$ cat config.mk
export PLATFORM = sky130hd
export DESIGN_NAME = buffer_pool_free_list_manager
export DESIGN_NICKNAME = d
export VERILOG_FILES = /design/src/bpfl_pkg.sv /design/src/bpfl_front.sv /design/src/bpfl_back.sv /design/src/buffer_pool_free_list_manager.sv
export SDC_FILE = /design/constraint.sdc
export NUM_CORES = 2
export LEC_CHECK = 0
export BUFFER_PORTS_ARGS = -buffer_cell sky130_fd_sc_hd__buf_2
export CAP_MARGIN = 20
export CELL_PAD_IN_SITES_DETAIL_PLACEMENT = 0
export CELL_PAD_IN_SITES_GLOBAL_PLACEMENT = 1
export CORE_MARGIN = 8
export CORE_UTILIZATION = 60
export DETAILED_ROUTE_END_ITERATION = 16
export GPL_ROUTABILITY_DRIVEN = 0
export HOLD_SLACK_MARGIN = 0.1
export PLACE_DENSITY = 0.85
export SLEW_MARGIN = 25
export SYNTH_ARGS = -nofsm -noshare
export SYNTH_HDL_FRONTEND = slang
export SYNTH_SLANG_ARGS = --single-unit
$ cat constraint.sdc
create_clock -name clk -period 6.9 [get_ports clk]
set_clock_uncertainty 0.05 [all_clocks]
set_input_delay 1.38 -clock clk [delete_from_list [all_inputs] [get_ports clk]]
set_output_delay 1.38 -clock clk [all_outputs]
set_load 0.02 [all_outputs]
$ cat src/bpfl_pkg.sv
// Package for the buffer pool free list manager.
// Holds field widths, ring sizes, command and status codes and the queue entry type.
// No dependencies.
`default_nettype none

package bpfl_pkg;

  // Id width; the rings hold one entry per buffer id
  localparam int ID_W   = 6;
  localparam int NBUF   = 1 << ID_W;
  localparam int CNT_W  = ID_W + 1;
  localparam int LEN_W  = 20;
  localparam int BIU_W  = 7;
  localparam int PROD_W = 8;
  localparam int CFG_W  = 8;

  // Register reset values
  localparam logic [BIU_W-1:0]  BIU_RESET  = BIU_W'(64);
  localparam logic [PROD_W-1:0] PROD_RESET = PROD_W'(1);

  // Command queue between front and back
  localparam int QDEPTH = 2;
  localparam int QPTR_W = (QDEPTH > 1) ? $clog2(QDEPTH) : 1;
  localparam int QCNT_W = $clog2(QDEPTH + 1);

  typedef enum logic [1:0] {
    FUNC_ALLOC  = 2'd0,
    FUNC_COMMIT = 2'd1,
    FUNC_DRAIN  = 2'd2,
    FUNC_DONE   = 2'd3
  } func_t;

  typedef enum logic [1:0] {
    STAT_OK     = 2'd0,
    STAT_RETRY  = 2'd1,
    STAT_EMPTY  = 2'd2,
    STAT_BAD_ID = 2'd3
  } status_t;

  typedef enum logic {
    CFG_BUFS_IN_USE = 1'b0,
    CFG_PRODUCERS   = 1'b1
  } cfg_idx_t;

  typedef enum logic [2:0] {
    ST_IDLE,
    ST_ALLOC,
    ST_SIMPLE,
    ST_DRAIN_LEN,
    ST_DRAIN_OUT
  } state_t;

  // One decoded request as it waits in the command queue
  typedef struct packed {
    func_t             func;
    logic [ID_W-1:0]   id;
    logic [LEN_W-1:0]  len;
  } cmd_t;

endpackage

`default_nettype wire

$ cat src/bpfl_front.sv
// Front end of the buffer pool manager: accepts request beats, decodes them
// and holds them in a short command queue. Depends on bpfl_pkg.
`default_nettype none

module bpfl_front (
  input  wire logic                        clk,
  input  wire logic                        rst_n,
  input  wire logic                        in_valid,
  output logic                             in_stall,
  input  wire logic [1:0]                  in_func,
  input  wire logic [bpfl_pkg::ID_W-1:0]   in_buf_id,
  input  wire logic [bpfl_pkg::LEN_W-1:0]  in_fill_length,
  output logic                             q_valid,
  output bpfl_pkg::cmd_t                   q_cmd,
  input  wire logic                        q_pop
);

  bpfl_pkg::cmd_t                   q_mem_r [bpfl_pkg::QDEPTH];
  logic [bpfl_pkg::QPTR_W-1:0]      wr_ptr_r, wr_ptr_nxt;
  logic [bpfl_pkg::QPTR_W-1:0]      rd_ptr_r, rd_ptr_nxt;
  logic [bpfl_pkg::QCNT_W-1:0]      cnt_r, cnt_nxt;
  logic                             in_fire;
  bpfl_pkg::cmd_t                   cmd_in;

  function automatic logic [bpfl_pkg::QPTR_W-1:0] ptr_inc(
    input logic [bpfl_pkg::QPTR_W-1:0] p
  );
    logic [bpfl_pkg::QPTR_W-1:0] r;
    if (p == bpfl_pkg::QPTR_W'(bpfl_pkg::QDEPTH - 1)) begin
      r = '0;
    end else begin
      r = p + bpfl_pkg::QPTR_W'(1);
    end
    return r;
  endfunction

  // Stall while the queue is full
  assign in_stall = (cnt_r == bpfl_pkg::QCNT_W'(bpfl_pkg::QDEPTH));
  assign in_fire  = in_valid && !in_stall;
  assign q_valid  = (cnt_r != '0);
  assign q_cmd    = q_mem_r[rd_ptr_r];

  // Decode the request beat
  always_comb begin
    cmd_in.func = bpfl_pkg::func_t'(in_func);
    cmd_in.id   = in_buf_id;
    cmd_in.len  = in_fill_length;
  end

  // Advance pointers and fill level
  always_comb begin
    wr_ptr_nxt = in_fire ? ptr_inc(wr_ptr_r) : wr_ptr_r;
    rd_ptr_nxt = q_pop ? ptr_inc(rd_ptr_r) : rd_ptr_r;
    cnt_nxt    = cnt_r;
    if (in_fire && !q_pop) begin
      cnt_nxt = cnt_r + bpfl_pkg::QCNT_W'(1);
    end else if (!in_fire && q_pop) begin
      cnt_nxt = cnt_r - bpfl_pkg::QCNT_W'(1);
    end
  end

  always_ff @(posedge clk) begin
    if (!rst_n) begin
      wr_ptr_r <= '0;
      rd_ptr_r <= '0;
      cnt_r    <= '0;
    end else begin
      wr_ptr_r <= wr_ptr_nxt;
      rd_ptr_r <= rd_ptr_nxt;
      cnt_r    <= cnt_nxt;
    end
  end

  // Store the decoded beat
  always_ff @(posedge clk) begin
    if (in_fire) begin
      q_mem_r[wr_ptr_r] <= cmd_in;
    end
  end

endmodule

`default_nettype wire

$ cat src/bpfl_back.sv
// Back end of the buffer pool manager: executes queued commands against the
// free ring, commit ring and length table, and drives the result register.
// Depends on bpfl_pkg.
`default_nettype none

module bpfl_back (
  input  wire logic                         clk,
  input  wire logic                         rst_n,
  input  wire logic                         cfg_we,
  input  wire logic                         cfg_index,
  input  wire logic [bpfl_pkg::CFG_W-1:0]   cfg_wdata,
  input  wire logic                         q_valid,
  input  wire bpfl_pkg::cmd_t               q_cmd,
  output logic                              q_pop,
  output logic                              out_valid,
  input  wire logic                         out_stall,
  output logic [1:0]                        out_status,
  output logic [bpfl_pkg::ID_W-1:0]         out_id,
  output logic [bpfl_pkg::LEN_W-1:0]        out_length,
  output logic                              out_last,
  output logic                              out_all_done
);

  localparam int ID_W  = bpfl_pkg::ID_W;
  localparam int CNT_W = bpfl_pkg::CNT_W;
  localparam int LEN_W = bpfl_pkg::LEN_W;

  typedef struct packed {
    logic pop;
    logic free_rd;
    logic free_wr;
    logic commit_rd;
    logic commit_wr;
    logic len_rd;
    logic emit;
  } ctl_t;

  ctl_t                         ctl;
  bpfl_pkg::state_t             state_r, state_nxt;

  logic [bpfl_pkg::BIU_W-1:0]   biu_r, biu_nxt;
  logic [bpfl_pkg::PROD_W-1:0]  prod_left_r, prod_left_nxt;
  logic [ID_W-1:0]              free_head_r, free_head_nxt;
  logic [CNT_W-1:0]             free_cnt_r, free_cnt_nxt;
  logic [ID_W-1:0]              commit_head_r, commit_head_nxt;
  logic [CNT_W-1:0]             commit_cnt_r, commit_cnt_nxt;
  logic [bpfl_pkg::NBUF-1:0]    free_wr_r, free_wr_nxt;
  bpfl_pkg::status_t            res_status_r, res_status_nxt;

  // Ring and table storage
  logic [ID_W-1:0]              free_mem   [bpfl_pkg::NBUF];
  logic [ID_W-1:0]              commit_mem [bpfl_pkg::NBUF];
  logic [LEN_W-1:0]             len_mem    [bpfl_pkg::NBUF];

  logic [ID_W-1:0]              free_rd_r;
  logic                         free_rd_wr_r;
  logic [ID_W-1:0]              free_rd_idx_r;
  logic [ID_W-1:0]              commit_rd_r;
  logic [LEN_W-1:0]             len_rd_r;

  logic                         out_valid_r;
  bpfl_pkg::status_t            out_status_r;
  logic [ID_W-1:0]              out_id_r;
  logic [LEN_W-1:0]             out_length_r;
  logic                         out_last_r;
  logic                         out_all_done_r;

  logic                         out_free;
  logic [CNT_W-1:0]             limit;
  logic                         commit_ok;
  logic [ID_W-1:0]              free_tail;
  logic [ID_W-1:0]              commit_tail;
  logic [ID_W-1:0]              alloc_id;
  logic                         all_done;

  // Ring position base + off, folded once into the ring
  function automatic logic [ID_W-1:0] ring_pos(
    input logic [ID_W-1:0]  base,
    input logic [CNT_W-1:0] off
  );
    logic [CNT_W:0] sum;
    sum = (CNT_W+1)'(base) + (CNT_W+1)'(off);
    if (sum >= (CNT_W+1)'(bpfl_pkg::NBUF)) begin
      sum = sum - (CNT_W+1)'(bpfl_pkg::NBUF);
    end
    return sum[ID_W-1:0];
  endfunction

  // Clamp the pool size to the ring depth
  function automatic logic [CNT_W-1:0] pool_limit(
    input logic [bpfl_pkg::BIU_W-1:0] biu
  );
    logic [CNT_W-1:0] r;
    if (CNT_W'(biu) > CNT_W'(bpfl_pkg::NBUF)) begin
      r = CNT_W'(bpfl_pkg::NBUF);
    end else begin
      r = CNT_W'(biu);
    end
    return r;
  endfunction

  assign out_free    = !out_valid_r || !out_stall;
  assign limit       = pool_limit(biu_r);
  assign commit_ok   = (CNT_W'(q_cmd.id) < limit) &&
                       (commit_cnt_r != CNT_W'(bpfl_pkg::NBUF));
  assign free_tail   = ring_pos(free_head_r, free_cnt_r);
  assign commit_tail = ring_pos(commit_head_r, commit_cnt_r);
  // An untouched free-ring slot still holds its own index
  assign alloc_id    = free_rd_wr_r ? free_rd_r : free_rd_idx_r;
  assign all_done    = (prod_left_r == '0) && (commit_cnt_r == '0);
  assign q_pop       = ctl.pop;

  // Next state
  always_comb begin
    state_nxt = state_r;
    case (state_r)
      bpfl_pkg::ST_IDLE: begin
        if (q_valid) begin
          case (q_cmd.func)
            bpfl_pkg::FUNC_ALLOC: begin
              state_nxt = (free_cnt_r != '0) ? bpfl_pkg::ST_ALLOC : bpfl_pkg::ST_SIMPLE;
            end
            bpfl_pkg::FUNC_DRAIN: begin
              state_nxt = (commit_cnt_r != '0) ? bpfl_pkg::ST_DRAIN_LEN
                                                : bpfl_pkg::ST_SIMPLE;
            end
            default: begin
              state_nxt = bpfl_pkg::ST_SIMPLE;
            end
          endcase
        end
      end
      bpfl_pkg::ST_ALLOC, bpfl_pkg::ST_SIMPLE: begin
        if (out_free) begin
          state_nxt = bpfl_pkg::ST_IDLE;
        end
      end
      bpfl_pkg::ST_DRAIN_LEN: begin
        state_nxt = bpfl_pkg::ST_DRAIN_OUT;
      end
      bpfl_pkg::ST_DRAIN_OUT: begin
        if (out_free) begin
          state_nxt = (commit_cnt_r != '0) ? bpfl_pkg::ST_DRAIN_LEN : bpfl_pkg::ST_IDLE;
        end
      end
      default: begin
        state_nxt = bpfl_pkg::ST_IDLE;
      end
    endcase
  end

  // Control outputs
  always_comb begin
    ctl = '0;
    case (state_r)
      bpfl_pkg::ST_IDLE: begin
        if (q_valid) begin
          ctl.pop = 1'b1;
          case (q_cmd.func)
            bpfl_pkg::FUNC_ALLOC:  ctl.free_rd   = (free_cnt_r != '0);
            bpfl_pkg::FUNC_COMMIT: ctl.commit_wr = commit_ok;
            bpfl_pkg::FUNC_DRAIN:  ctl.commit_rd = (commit_cnt_r != '0);
            default:               ctl.pop       = 1'b1;
          endcase
        end
      end
      bpfl_pkg::ST_ALLOC, bpfl_pkg::ST_SIMPLE: begin
        ctl.emit = out_free;
      end
      bpfl_pkg::ST_DRAIN_LEN: begin
        ctl.len_rd  = 1'b1;
        ctl.free_wr = (free_cnt_r < CNT_W'(bpfl_pkg::NBUF));
      end
      bpfl_pkg::ST_DRAIN_OUT: begin
        ctl.emit      = out_free;
        ctl.commit_rd = out_free && (commit_cnt_r != '0);
      end
      default: begin
        ctl = '0;
      end
    endcase
  end

  // Ring pointers, counts and configuration
  always_comb begin
    biu_nxt         = biu_r;
    prod_left_nxt   = prod_left_r;
    free_head_nxt   = free_head_r;
    free_cnt_nxt    = free_cnt_r;
    commit_head_nxt = commit_head_r;
    commit_cnt_nxt  = commit_cnt_r;
    free_wr_nxt     = free_wr_r;
    res_status_nxt  = res_status_r;
    if (cfg_we) begin
      case (bpfl_pkg::cfg_idx_t'(cfg_index))
        bpfl_pkg::CFG_BUFS_IN_USE: begin
          // Reload the pool and empty the commit ring
          biu_nxt         = cfg_wdata[bpfl_pkg::BIU_W-1:0];
          free_head_nxt   = '0;
          free_cnt_nxt    = pool_limit(cfg_wdata[bpfl_pkg::BIU_W-1:0]);
          commit_head_nxt = '0;
          commit_cnt_nxt  = '0;
          free_wr_nxt     = '0;
        end
        bpfl_pkg::CFG_PRODUCERS: begin
          prod_left_nxt = cfg_wdata[bpfl_pkg::PROD_W-1:0];
        end
        default: begin
          biu_nxt = biu_r;
        end
      endcase
    end else begin
      if (ctl.pop) begin
        case (q_cmd.func)
          bpfl_pkg::FUNC_ALLOC: begin
            res_status_nxt = bpfl_pkg::STAT_RETRY;
          end
          bpfl_pkg::FUNC_COMMIT: begin
            res_status_nxt = commit_ok ? bpfl_pkg::STAT_OK : bpfl_pkg::STAT_BAD_ID;
          end
          bpfl_pkg::FUNC_DRAIN: begin
            res_status_nxt = bpfl_pkg::STAT_EMPTY;
          end
          default: begin
            res_status_nxt = bpfl_pkg::STAT_OK;
            if (prod_left_r != '0) begin
              prod_left_nxt = prod_left_r - bpfl_pkg::PROD_W'(1);
            end
          end
        endcase
      end
      if (ctl.free_rd) begin
        free_head_nxt = ring_pos(free_head_r, CNT_W'(1));
        free_cnt_nxt  = free_cnt_r - CNT_W'(1);
      end
      if (ctl.commit_wr) begin
        commit_cnt_nxt = commit_cnt_r + CNT_W'(1);
      end
      if (ctl.len_rd) begin
        commit_head_nxt = ring_pos(commit_head_r, CNT_W'(1));
        commit_cnt_nxt  = commit_cnt_r - CNT_W'(1);
      end
      if (ctl.free_wr) begin
        free_cnt_nxt           = free_cnt_r + CNT_W'(1);
        free_wr_nxt[free_tail] = 1'b1;
      end
    end
  end

  always_ff @(posedge clk) begin
    if (!rst_n) begin
      state_r       <= bpfl_pkg::ST_IDLE;
      biu_r         <= bpfl_pkg::BIU_RESET;
      prod_left_r   <= bpfl_pkg::PROD_RESET;
      free_head_r   <= '0;
      free_cnt_r    <= pool_limit(bpfl_pkg::BIU_RESET);
      commit_head_r <= '0;
      commit_cnt_r  <= '0;
      free_wr_r     <= '0;
      res_status_r  <= bpfl_pkg::STAT_OK;
    end else begin
      state_r       <= state_nxt;
      biu_r         <= biu_nxt;
      prod_left_r   <= prod_left_nxt;
      free_head_r   <= free_head_nxt;
      free_cnt_r    <= free_cnt_nxt;
      commit_head_r <= commit_head_nxt;
      commit_cnt_r  <= commit_cnt_nxt;
      free_wr_r     <= free_wr_nxt;
      res_status_r  <= res_status_nxt;
    end
  end

  // Free ring: push drained ids, pop at head
  always_ff @(posedge clk) begin
    if (ctl.free_wr) begin
      free_mem[free_tail] <= commit_rd_r;
    end
    if (ctl.free_rd) begin
      free_rd_r     <= free_mem[free_head_r];
      free_rd_wr_r  <= free_wr_r[free_head_r];
      free_rd_idx_r <= free_head_r;
    end
  end

  // Commit ring: append committed ids, read the oldest
  always_ff @(posedge clk) begin
    if (ctl.commit_wr) begin
      commit_mem[commit_tail] <= q_cmd.id;
    end
    if (ctl.commit_rd) begin
      commit_rd_r <= commit_mem[commit_head_r];
    end
  end

  // Length table: newest length per id
  always_ff @(posedge clk) begin
    if (ctl.commit_wr) begin
      len_mem[q_cmd.id] <= q_cmd.len;
    end
    if (ctl.len_rd) begin
      len_rd_r <= len_mem[commit_rd_r];
    end
  end

  // Result register: load on emit, drop when taken
  always_ff @(posedge clk) begin
    if (!rst_n) begin
      out_valid_r <= 1'b0;
    end else if (ctl.emit) begin
      out_valid_r <= 1'b1;
    end else if (!out_stall) begin
      out_valid_r <= 1'b0;
    end
  end

  always_ff @(posedge clk) begin
    if (ctl.emit) begin
      out_all_done_r <= all_done;
      case (state_r)
        bpfl_pkg::ST_ALLOC: begin
          out_status_r <= bpfl_pkg::STAT_OK;
          out_id_r     <= alloc_id;
          out_length_r <= '0;
          out_last_r   <= 1'b1;
        end
        bpfl_pkg::ST_DRAIN_OUT: begin
          out_status_r <= bpfl_pkg::STAT_OK;
          out_id_r     <= commit_rd_r;
          out_length_r <= len_rd_r;
          out_last_r   <= (commit_cnt_r == '0);
        end
        default: begin
          out_status_r <= res_status_r;
          out_id_r     <= '0;
          out_length_r <= '0;
          out_last_r   <= 1'b1;
        end
      endcase
    end
  end

  assign out_valid    = out_valid_r;
  assign out_status   = out_status_r;
  assign out_id       = out_id_r;
  assign out_length   = out_length_r;
  assign out_last     = out_last_r;
  assign out_all_done = out_all_done_r;

`ifndef SYNTHESIS
  a_free_cnt_range: assert property (@(posedge clk) disable iff (!rst_n)
    free_cnt_r <= CNT_W'(bpfl_pkg::NBUF))
    else $error("free ring count beyond depth");

  a_commit_cnt_range: assert property (@(posedge clk) disable iff (!rst_n)
    commit_cnt_r <= CNT_W'(bpfl_pkg::NBUF))
    else $error("commit ring count beyond depth");

  a_pop_nonempty: assert property (@(posedge clk) disable iff (!rst_n)
    ctl.free_rd |-> (free_cnt_r != '0) && (state_nxt == bpfl_pkg::ST_ALLOC))
    else $error("free ring popped while empty");

  a_drain_end: assert property (@(posedge clk) disable iff (!rst_n)
    (state_r == bpfl_pkg::ST_DRAIN_OUT && ctl.emit && commit_cnt_r == '0)
    |=> (state_r == bpfl_pkg::ST_IDLE) && out_valid_r && out_last_r)
    else $error("drain did not close with a last beat");
`endif

endmodule

`default_nettype wire

$ cat src/buffer_pool_free_list_manager.sv
// Buffer pool free list manager: top level joining the command front end
// and the ring execution back end. Depends on bpfl_pkg, bpfl_front, bpfl_back.
//
// Usage: requests arrive on the in_ channel (valid/stall), one beat per
// allocate, commit, drain or producer-done request; results leave on the
// out_ channel, one beat per result, with out_last on the final beat of each
// request. A drain returns one beat per committed buffer, oldest first.
// Configuration is written through cfg_we/cfg_index/cfg_wdata while idle;
// writing the pool size reloads the free ring and empties the commit ring.
// A request beat passes through the command queue, the back-end state register
// and the output register before its result appears. The back end takes a
// new command only in its idle state, so it finishes each request before it
// takes the next; a drain reads the commit ring and then the dependent length
// table for each entry. A two-entry command queue lets the input side keep
// taking beats while the back end works or the output stalls.
// Reset (synchronous, rst_n low): pool of 64 ids, one producer, empty commit
// ring. A stalled result holds in the output register; the back end waits,
// and once the queue fills in_stall rises.
`default_nettype none

module buffer_pool_free_list_manager (
  input  wire logic                         clk,
  input  wire logic                         rst_n,
  input  wire logic                         cfg_we,
  input  wire logic                         cfg_index,
  input  wire logic [bpfl_pkg::CFG_W-1:0]   cfg_wdata,
  input  wire logic                         in_valid,
  output logic                              in_stall,
  input  wire logic [1:0]                   in_func,
  input  wire logic [bpfl_pkg::ID_W-1:0]    in_buf_id,
  input  wire logic [bpfl_pkg::LEN_W-1:0]   in_fill_length,
  output logic                              out_valid,
  input  wire logic                         out_stall,
  output logic [1:0]                        out_status,
  output logic [bpfl_pkg::ID_W-1:0]         out_id,
  output logic [bpfl_pkg::LEN_W-1:0]        out_length,
  output logic                              out_last,
  output logic                              out_all_done
);

  logic            q_valid;
  logic            q_pop;
  bpfl_pkg::cmd_t  q_cmd;

  // Accept and queue request beats
  bpfl_front u_front (
    .clk            (clk),
    .rst_n          (rst_n),
    .in_valid       (in_valid),
    .in_stall       (in_stall),
    .in_func        (in_func),
    .in_buf_id      (in_buf_id),
    .in_fill_length (in_fill_length),
    .q_valid        (q_valid),
    .q_cmd          (q_cmd),
    .q_pop          (q_pop)
  );

  // Execute commands and drive results
  bpfl_back u_back (
    .clk          (clk),
    .rst_n        (rst_n),
    .cfg_we       (cfg_we),
    .cfg_index    (cfg_index),
    .cfg_wdata    (cfg_wdata),
    .q_valid      (q_valid),
    .q_cmd        (q_cmd),
    .q_pop        (q_pop),
    .out_valid    (out_valid),
    .out_stall    (out_stall),
    .out_status   (out_status),
    .out_id       (out_id),
    .out_length   (out_length),
    .out_last     (out_last),
    .out_all_done (out_all_done)
  );

endmodule

`default_nettype wire

After elaboration in Yosys (flattened, before gate mapping). Memory sizes are Yosys's and may differ from the RTL's. A register that Yosys moved wholly into a read port is not among the register bits. Cells that the tools add are included.

Mux-type cells: 68. Divide/modulo/power cells: 0. Shifts and indexed selects: 0. Bitwise logic cells: 3. Reduce and logical (&&, ||, !) cells: 42. Equality and inequality tests: 15. Multiply operators: 0. Add/sub/neg operators: 17. Order comparisons: 11.

Operators by type and width (count): 64-bit two-way mux (3); 7-bit two-way mux (10); 64-bit OR (1); 6-bit two-way mux (10); 8-bit two-way mux (5); 6-bit by 1-bit subtractor with 6-bit output (second input constant) (4); 1-bit two-way mux (22); 6-bit by 7-bit adder with 8-bit output (2); 8-bit by 7-bit greater-or-equal comparator with 1-bit output (second input constant) (2); 2-bit two-way mux (8); 6-bit by 1-bit adder with 7-bit output (second input constant) (2); 7-bit by 1-bit adder with 7-bit output (second input constant) (2); 7-bit greater-or-equal comparator (second input constant) (2); 7-bit greater-than comparator (second input constant) (2); 6-bit by 7-bit < comparator with 1-bit output (second input constant) (2); 2-bit AND reduction (7); 2-bit nonzero test (7); 7-bit nonzero test (2); 7-bit by 1-bit subtractor with 7-bit output (second input constant) (2); 3-bit case mux with 4 select lines (1); 6-bit case mux with 2 select lines (1); 2-bit by 1-bit != test with 1-bit output (second input constant) (5); 3-bit two-way mux (3); 8-bit logical NOT (1); 32 further kinds (50).

Word-level logic and storage cells: 180. Flip-flop bits (word level): 152. Input port bits: 42. Latch bits: 0. Memories kept: 4. Output and inout port bits: 32. Memory bits (read-only): 0. Bits in writable memories: 2104.

Memory list: u_back.len_mem (depth 64, bits a word 20, read ports 1, clocked after memory_dff 1, write ports 1, line bpfl_back.sv:53) `logic [LEN_W-1:0] len_mem [bpfl_pkg::NBUF];`; u_back.commit_mem (depth 64, bits a word 6, read ports 1, clocked after memory_dff 1, write ports 1, line bpfl_back.sv:52) `logic [ID_W-1:0] commit_mem [bpfl_pkg::NBUF];`; u_back.free_mem (depth 64, bits a word 6, read ports 1, clocked after memory_dff 1, write ports 1, line bpfl_back.sv:51) `logic [ID_W-1:0] free_mem [bpfl_pkg::NBUF];`; u_front.q_mem_r (depth 2, bits a word 28, read ports 1, clocked after memory_dff 1, write ports 1, line bpfl_front.sv:18) `bpfl_pkg::cmd_t q_mem_r [bpfl_pkg::QDEPTH];`.

Logic depth before layout (Yosys ltp).
Word-level depth: 10. Mapped depth: 11. Depth with buffers taken out: 10.

By module. A second synthesis with hierarchy kept.

Cells, all modules: 4594. Area total of the unflattened synthesis: 89709.8 um^2.

By module, submodules not included: bpfl_back (seq. area each 65793.1 um^2, times used 1, cells each 4482, area an instance 87447.6 um^2); bpfl_front (seq. area each 1781.7 um^2, times used 1, cells each 112, area an instance 2262.2 um^2).

Worst setup path after synthesis. OpenSTA, ideal clock, no wires.

Path kind: register to register. Start: register (tool-made name). End: memory u_back.len_mem[32][0] (enable). Slack: 2459 ps. Clock period less this slack: 4441 ps. Stages on the path, launching flop included: 12. Arrival: 3994 ps. Buffers on the path: 2. Setup time: 397 ps. Data required time: 6453 ps. Cells stage by stage: dfxtp_1 -> buf_4 -> mux2i_1 -> inv_1 -> ha_1 -> a211oi_1 -> or3_1 -> o211ai_2 -> nor3_4 -> buf_6 -> nand3_2 -> nor2_1.

RTL lines (line): end: declaration (bpfl_back.sv:53).

==> results.yml <==
setup_path:
  cp-start-kind: "flip-flop"
  cpMostUsedCell: "buf_4"
  critPathMaxFanout: 23
  reg2reg_to: "u_back.commit_mem[11][5]"
  crit_required_ns: 7.31
  cp_slowest_cell: "nor2_1"
  path_cells: "buf_4 > mux2i_1 > inv_2 > ha_1 > nor3_1 > o211ai_2 > nor3_4 > buf_4 > nand4_1 > nor2_1"
  slowest_delay_ns: 0.66
  regToRegSetupSlack_ns: 2.34
  endpoint_kind: "flip-flop"
  path_class: "flip-flop to flip-flop"
  cp_data_arrival_time_ns: 4.96
  r2r_cells: 10
timing:
  hold_violations: 0
  period_needed_ns: 4.557
  max_freq_mhz: 219.4
  slew_headroom_pct: 22.30
  rsz0062_at_grt: "no"
  finalSetupViolCount: 0
  finalMaxSlewViolations: 0
  tightest_slew_ns: 1.164
  setup_tns_ns: 0
  timing.final.crit_share_pct: 66.05
drt:
  met3WireLength_mm: 23.65
  antenna_left: 0
  routedWlPerCell_um: 31.96
  drt-initial-drc-count: 6153
  first_pass_iters: 6
  vias: 45510
  routed.top_layer: "met5"
  met2RoutedLength_mm: 100.8
  met1_length_mm: 82.37
  drt-total-wl_mm: 215.2
  avgViaCountPerCell: 6.760
  drcViolationCount: 0
clock_network:
  clk_latency_ns: 0.84
  cts_inserted_buffers: 216
  cts.sink_count: 2289
  path_clk_slew_ns: 0.07
  root_buffer: "clkbuf_16"
  cts_tree: "yes"
  hold_buffers: 0
  htreeDepth: 4
  ctsResizeCount: 0
  cts_max_path_buffers: 3
  postCtsSetupBuffers: 0
place:
  dp_hpwl_mm: 126.2
  place_inst: 6322
  port_buffers: 73
finish:
  final_cells: 6733
  nets: 4686
  seq_area_um2: 67590
  area_growth_pct: 11.57
  multi_input_area_um2: 20470
  drive_gt1_share_pct: 25.30
  nFillCells: 9134
floorplanning:
  coreArea_um2: 147500
  die_w_um: 400.9
  floorplan.die_area_um2: 160700
  die_y_um: 400.9
  initial_utilization_pct: 60.27
  num_io_pins: 74
  rows: 141
logic_synthesis:
  async_flop_share_pct: 0
  synth_edf_count: 2173
  synthCells: 4417
  yosys_warnings: 0
  syn-num-nets: 4492
  synth_area_um2: 88880
  syn_avg_cell_area_um2: 20.12
  ys_seq_elements: 2289
  synth_flop_cell: "edfxtp_1"
  yosysUniqueCellTypes: 72
  seq_area_frac_synth_pct: 76.03
worst_hold_path:
  holdPathEnd: "u_back.free_wr_r[34]"
  hold_depth: 2
  hp-class: "flip-flop to flip-flop"
  min_from: "u_back.free_wr_r[34]"
run:
  max_cap_violations: 0
global_routing:
  grt_remaining_overflow: 0
  grt_pass1_wl_mm: 310.3
  grt_start_max_net_pins: 118
  antenna_found_initial: 13
  grt_usage_pct: 26.27
  grt_pass1_vias: 44690
status:
  status: "finished clean"
power_and_ir_drop:
  power_density_nw_per_um2: 315.3
  ir_drop_uv: 278.6
  power.leakage_nw: 30.96
-- registers in the layout, summed over array words and instances, names as in the netlist, 3 cells and up, named ones only --
name,flops
u_back.free_wr_r,64
u_back.commit_cnt_r,7
u_back.prod_left_r,8
u_back.commit_rd_r,6
u_back.biu_r,7
u_back.out_id,6
u_back.out_length,20
u_back.free_rd_r,6
u_back.free_cnt_r,7
u_back.free_rd_idx_r,6
u_back.len_rd_r,20
u_front.q_mem_r,56
u_back.commit_head_r,6
u_back.len_mem,1280
u_back.state_r,3
u_back.free_head_r,6
u_back.free_mem,384
u_back.commit_mem,384
-- critical path: cells and delay by family, from the launching register on --
kind / cells / cell delay (ns)
AOI/OAI and AO/OA: 1 / 0.21
DFF: 1 / 0.45
adders and majority gates: 1 / 0.29
muxes: 1 / 0.41
buffers and inverters: 3 / 0.80
and+or+nand+nor: 4 / 1.97
-- report_power, final --
part           switching [mW]  total (mW)  internal, mW
clock network            5.17        11.9          6.76
logic                    2.27        2.89         0.619
registers               0.168        16.5          16.3
-- per-layer routing --
layer / track usage [%] / up-vias
met4: 9.013 / 8
met2: 40.71 / 2899
met3: 6.306 / 465
met1: 37.30 / 23500
met5: 0 / -
li1: - / 18640
-- worst max-delay path by stage --
| stage | endpoint | depth (start not counted) | slack (ns) |
|---|---|---|---|
| 6_report | u_back.commit_mem[11][5] | 10 | 2.34 |
| 4_1_cts | u_back.commit_mem[15][4] | 11 | 1.86 |
| 3_5_place_dp | u_back.commit_mem[51][3] | 10 | 1.94 |
| 2_1_floorplan | u_back.len_mem[32][0] | 11 | 2.46 |
| 5_1_grt | u_back.commit_mem[15][4] | 11 | 2.17 |
| 3_3_place_gp | u_back.len_mem[57][15] | 10 | 2.05 |
-- cell type report --
| cell class | instances | area share, % |
|---|---|---|
| Antenna cell | 4 | 0.01009 |
| Clock inverter | 144 | 1.447 |
| Timing Repair Buffer | 210 | 1.500 |
| Sequential cell | 2289 | 68.16 |
| Multi-Input combinational cell | 1877 | 20.64 |
| Tap cell | 1930 | 2.435 |
| Inverter | 17 | 0.06434 |
| Clock buffer | 262 | 5.743 |
-- cells by family after synthesis --
family | after synthesis | share of synthesized area, %
AND/OR/NAND/NOR | 708 | 3.690
multiplexers | 619 | 14.58
flip-flops | 2289 | 76.03
buffers and inverters | 251 | 1.232
adder cells (fa/ha/maj) | 33 | 0.4983
AO/OA/AOI/OAI | 486 | 3.674
XOR/XNOR | 31 | 0.3055
-- cell usage in the layout (no fill, tap or decap), types with 30 or more instances in the layout --
cell / Yosys / layout
edfxtp_1: 2173 / 2173
mux4_2: 538 / 538
nor2_1: 319 / 252
clkbuf_16: 0 / 219
nand2_1: 169 / 169
o21ai_0: 128 / 128
buf_4: 11 / 128
dfxtp_1: 116 / 108
buf_2: 77 / 73
nor2_2: 0 / 65
o22ai_1: 64 / 64
a22oi_1: 62 / 62
mux2i_1: 59 / 59
a21oi_1: 56 / 55
clkinv_2: 0 / 51
nor2b_1: 45 / 42
clkinv_1: 0 / 37
clkbuf_1: 125 / 37
o221ai_1: 30 / 30
nor3_1: 30 / 30
-- synth_stat cells, types with 6 or more instances --
cell type | count | area [µm²]
nand3_2 | 8 | 80.08
a21boi_0 | 13 | 97.59
nand3b_1 | 7 | 52.55
or3_1 | 6 | 37.54
nor4_1 | 7 | 43.79
buf_1 | 19 | 71.32
nor3_1 | 30 | 150.1
mux2_2 | 22 | 247.7
o221ai_1 | 30 | 262.8
o21ai_0 | 128 | 640.6
nand2b_1 | 26 | 162.7
dfxtp_1 | 116 | 2322
nor2_1 | 319 | 1197
mux4_2 | 538 | 12120
nor2b_1 | 45 | 281.5
o32ai_1 | 11 | 96.34
a22o_1 | 14 | 122.6
o22ai_1 | 64 | 400.4
mux2i_1 | 59 | 590.6
xnor2_1 | 18 | 157.7
inv_1 | 17 | 63.81
edfxtp_1 | 2173 | 65250
clkbuf_1 | 125 | 469.2
a221oi_1 | 20 | 175.2
ha_1 | 29 | 362.9
and3_1 | 25 | 156.4
and2_1 | 13 | 81.33
nand3_1 | 19 | 95.09
buf_4 | 11 | 82.58
a22oi_1 | 62 | 465.5
a21oi_1 | 56 | 280.3
buf_2 | 77 | 385.4
a211oi_1 | 29 | 217.7
xor2_1 | 13 | 113.9
nand2_1 | 169 | 634.4
o31ai_1 | 7 | 52.55
a21o_1 | 10 | 75.07
a211o_1 | 6 | 52.55
-- through the flow --
| stage | setup WS [ns] | util [%] | area, µm² | total power, mW | hold WS [ns] |
|---|---|---|---|---|---|
| floorplan | 2.459 | - | 88880 | 18.13 | 0.3564 |
| global placement | 2.053 | 62.36 | 91980 | 19.52 | 0.3783 |
| detailed placement | 1.941 | 62.38 | 92000 | 19.59 | 0.3887 |
| CTS | 1.861 | 67.21 | 99130 | 31.35 | 0.4030 |
| global route | 2.166 | 67.24 | 99160 | 32.01 | 0.4264 |
| finish | 2.343 | 67.24 | 99170 | 31.27 | 0.4006 |
Note: power is estimated with default switching activity, not from simulation.
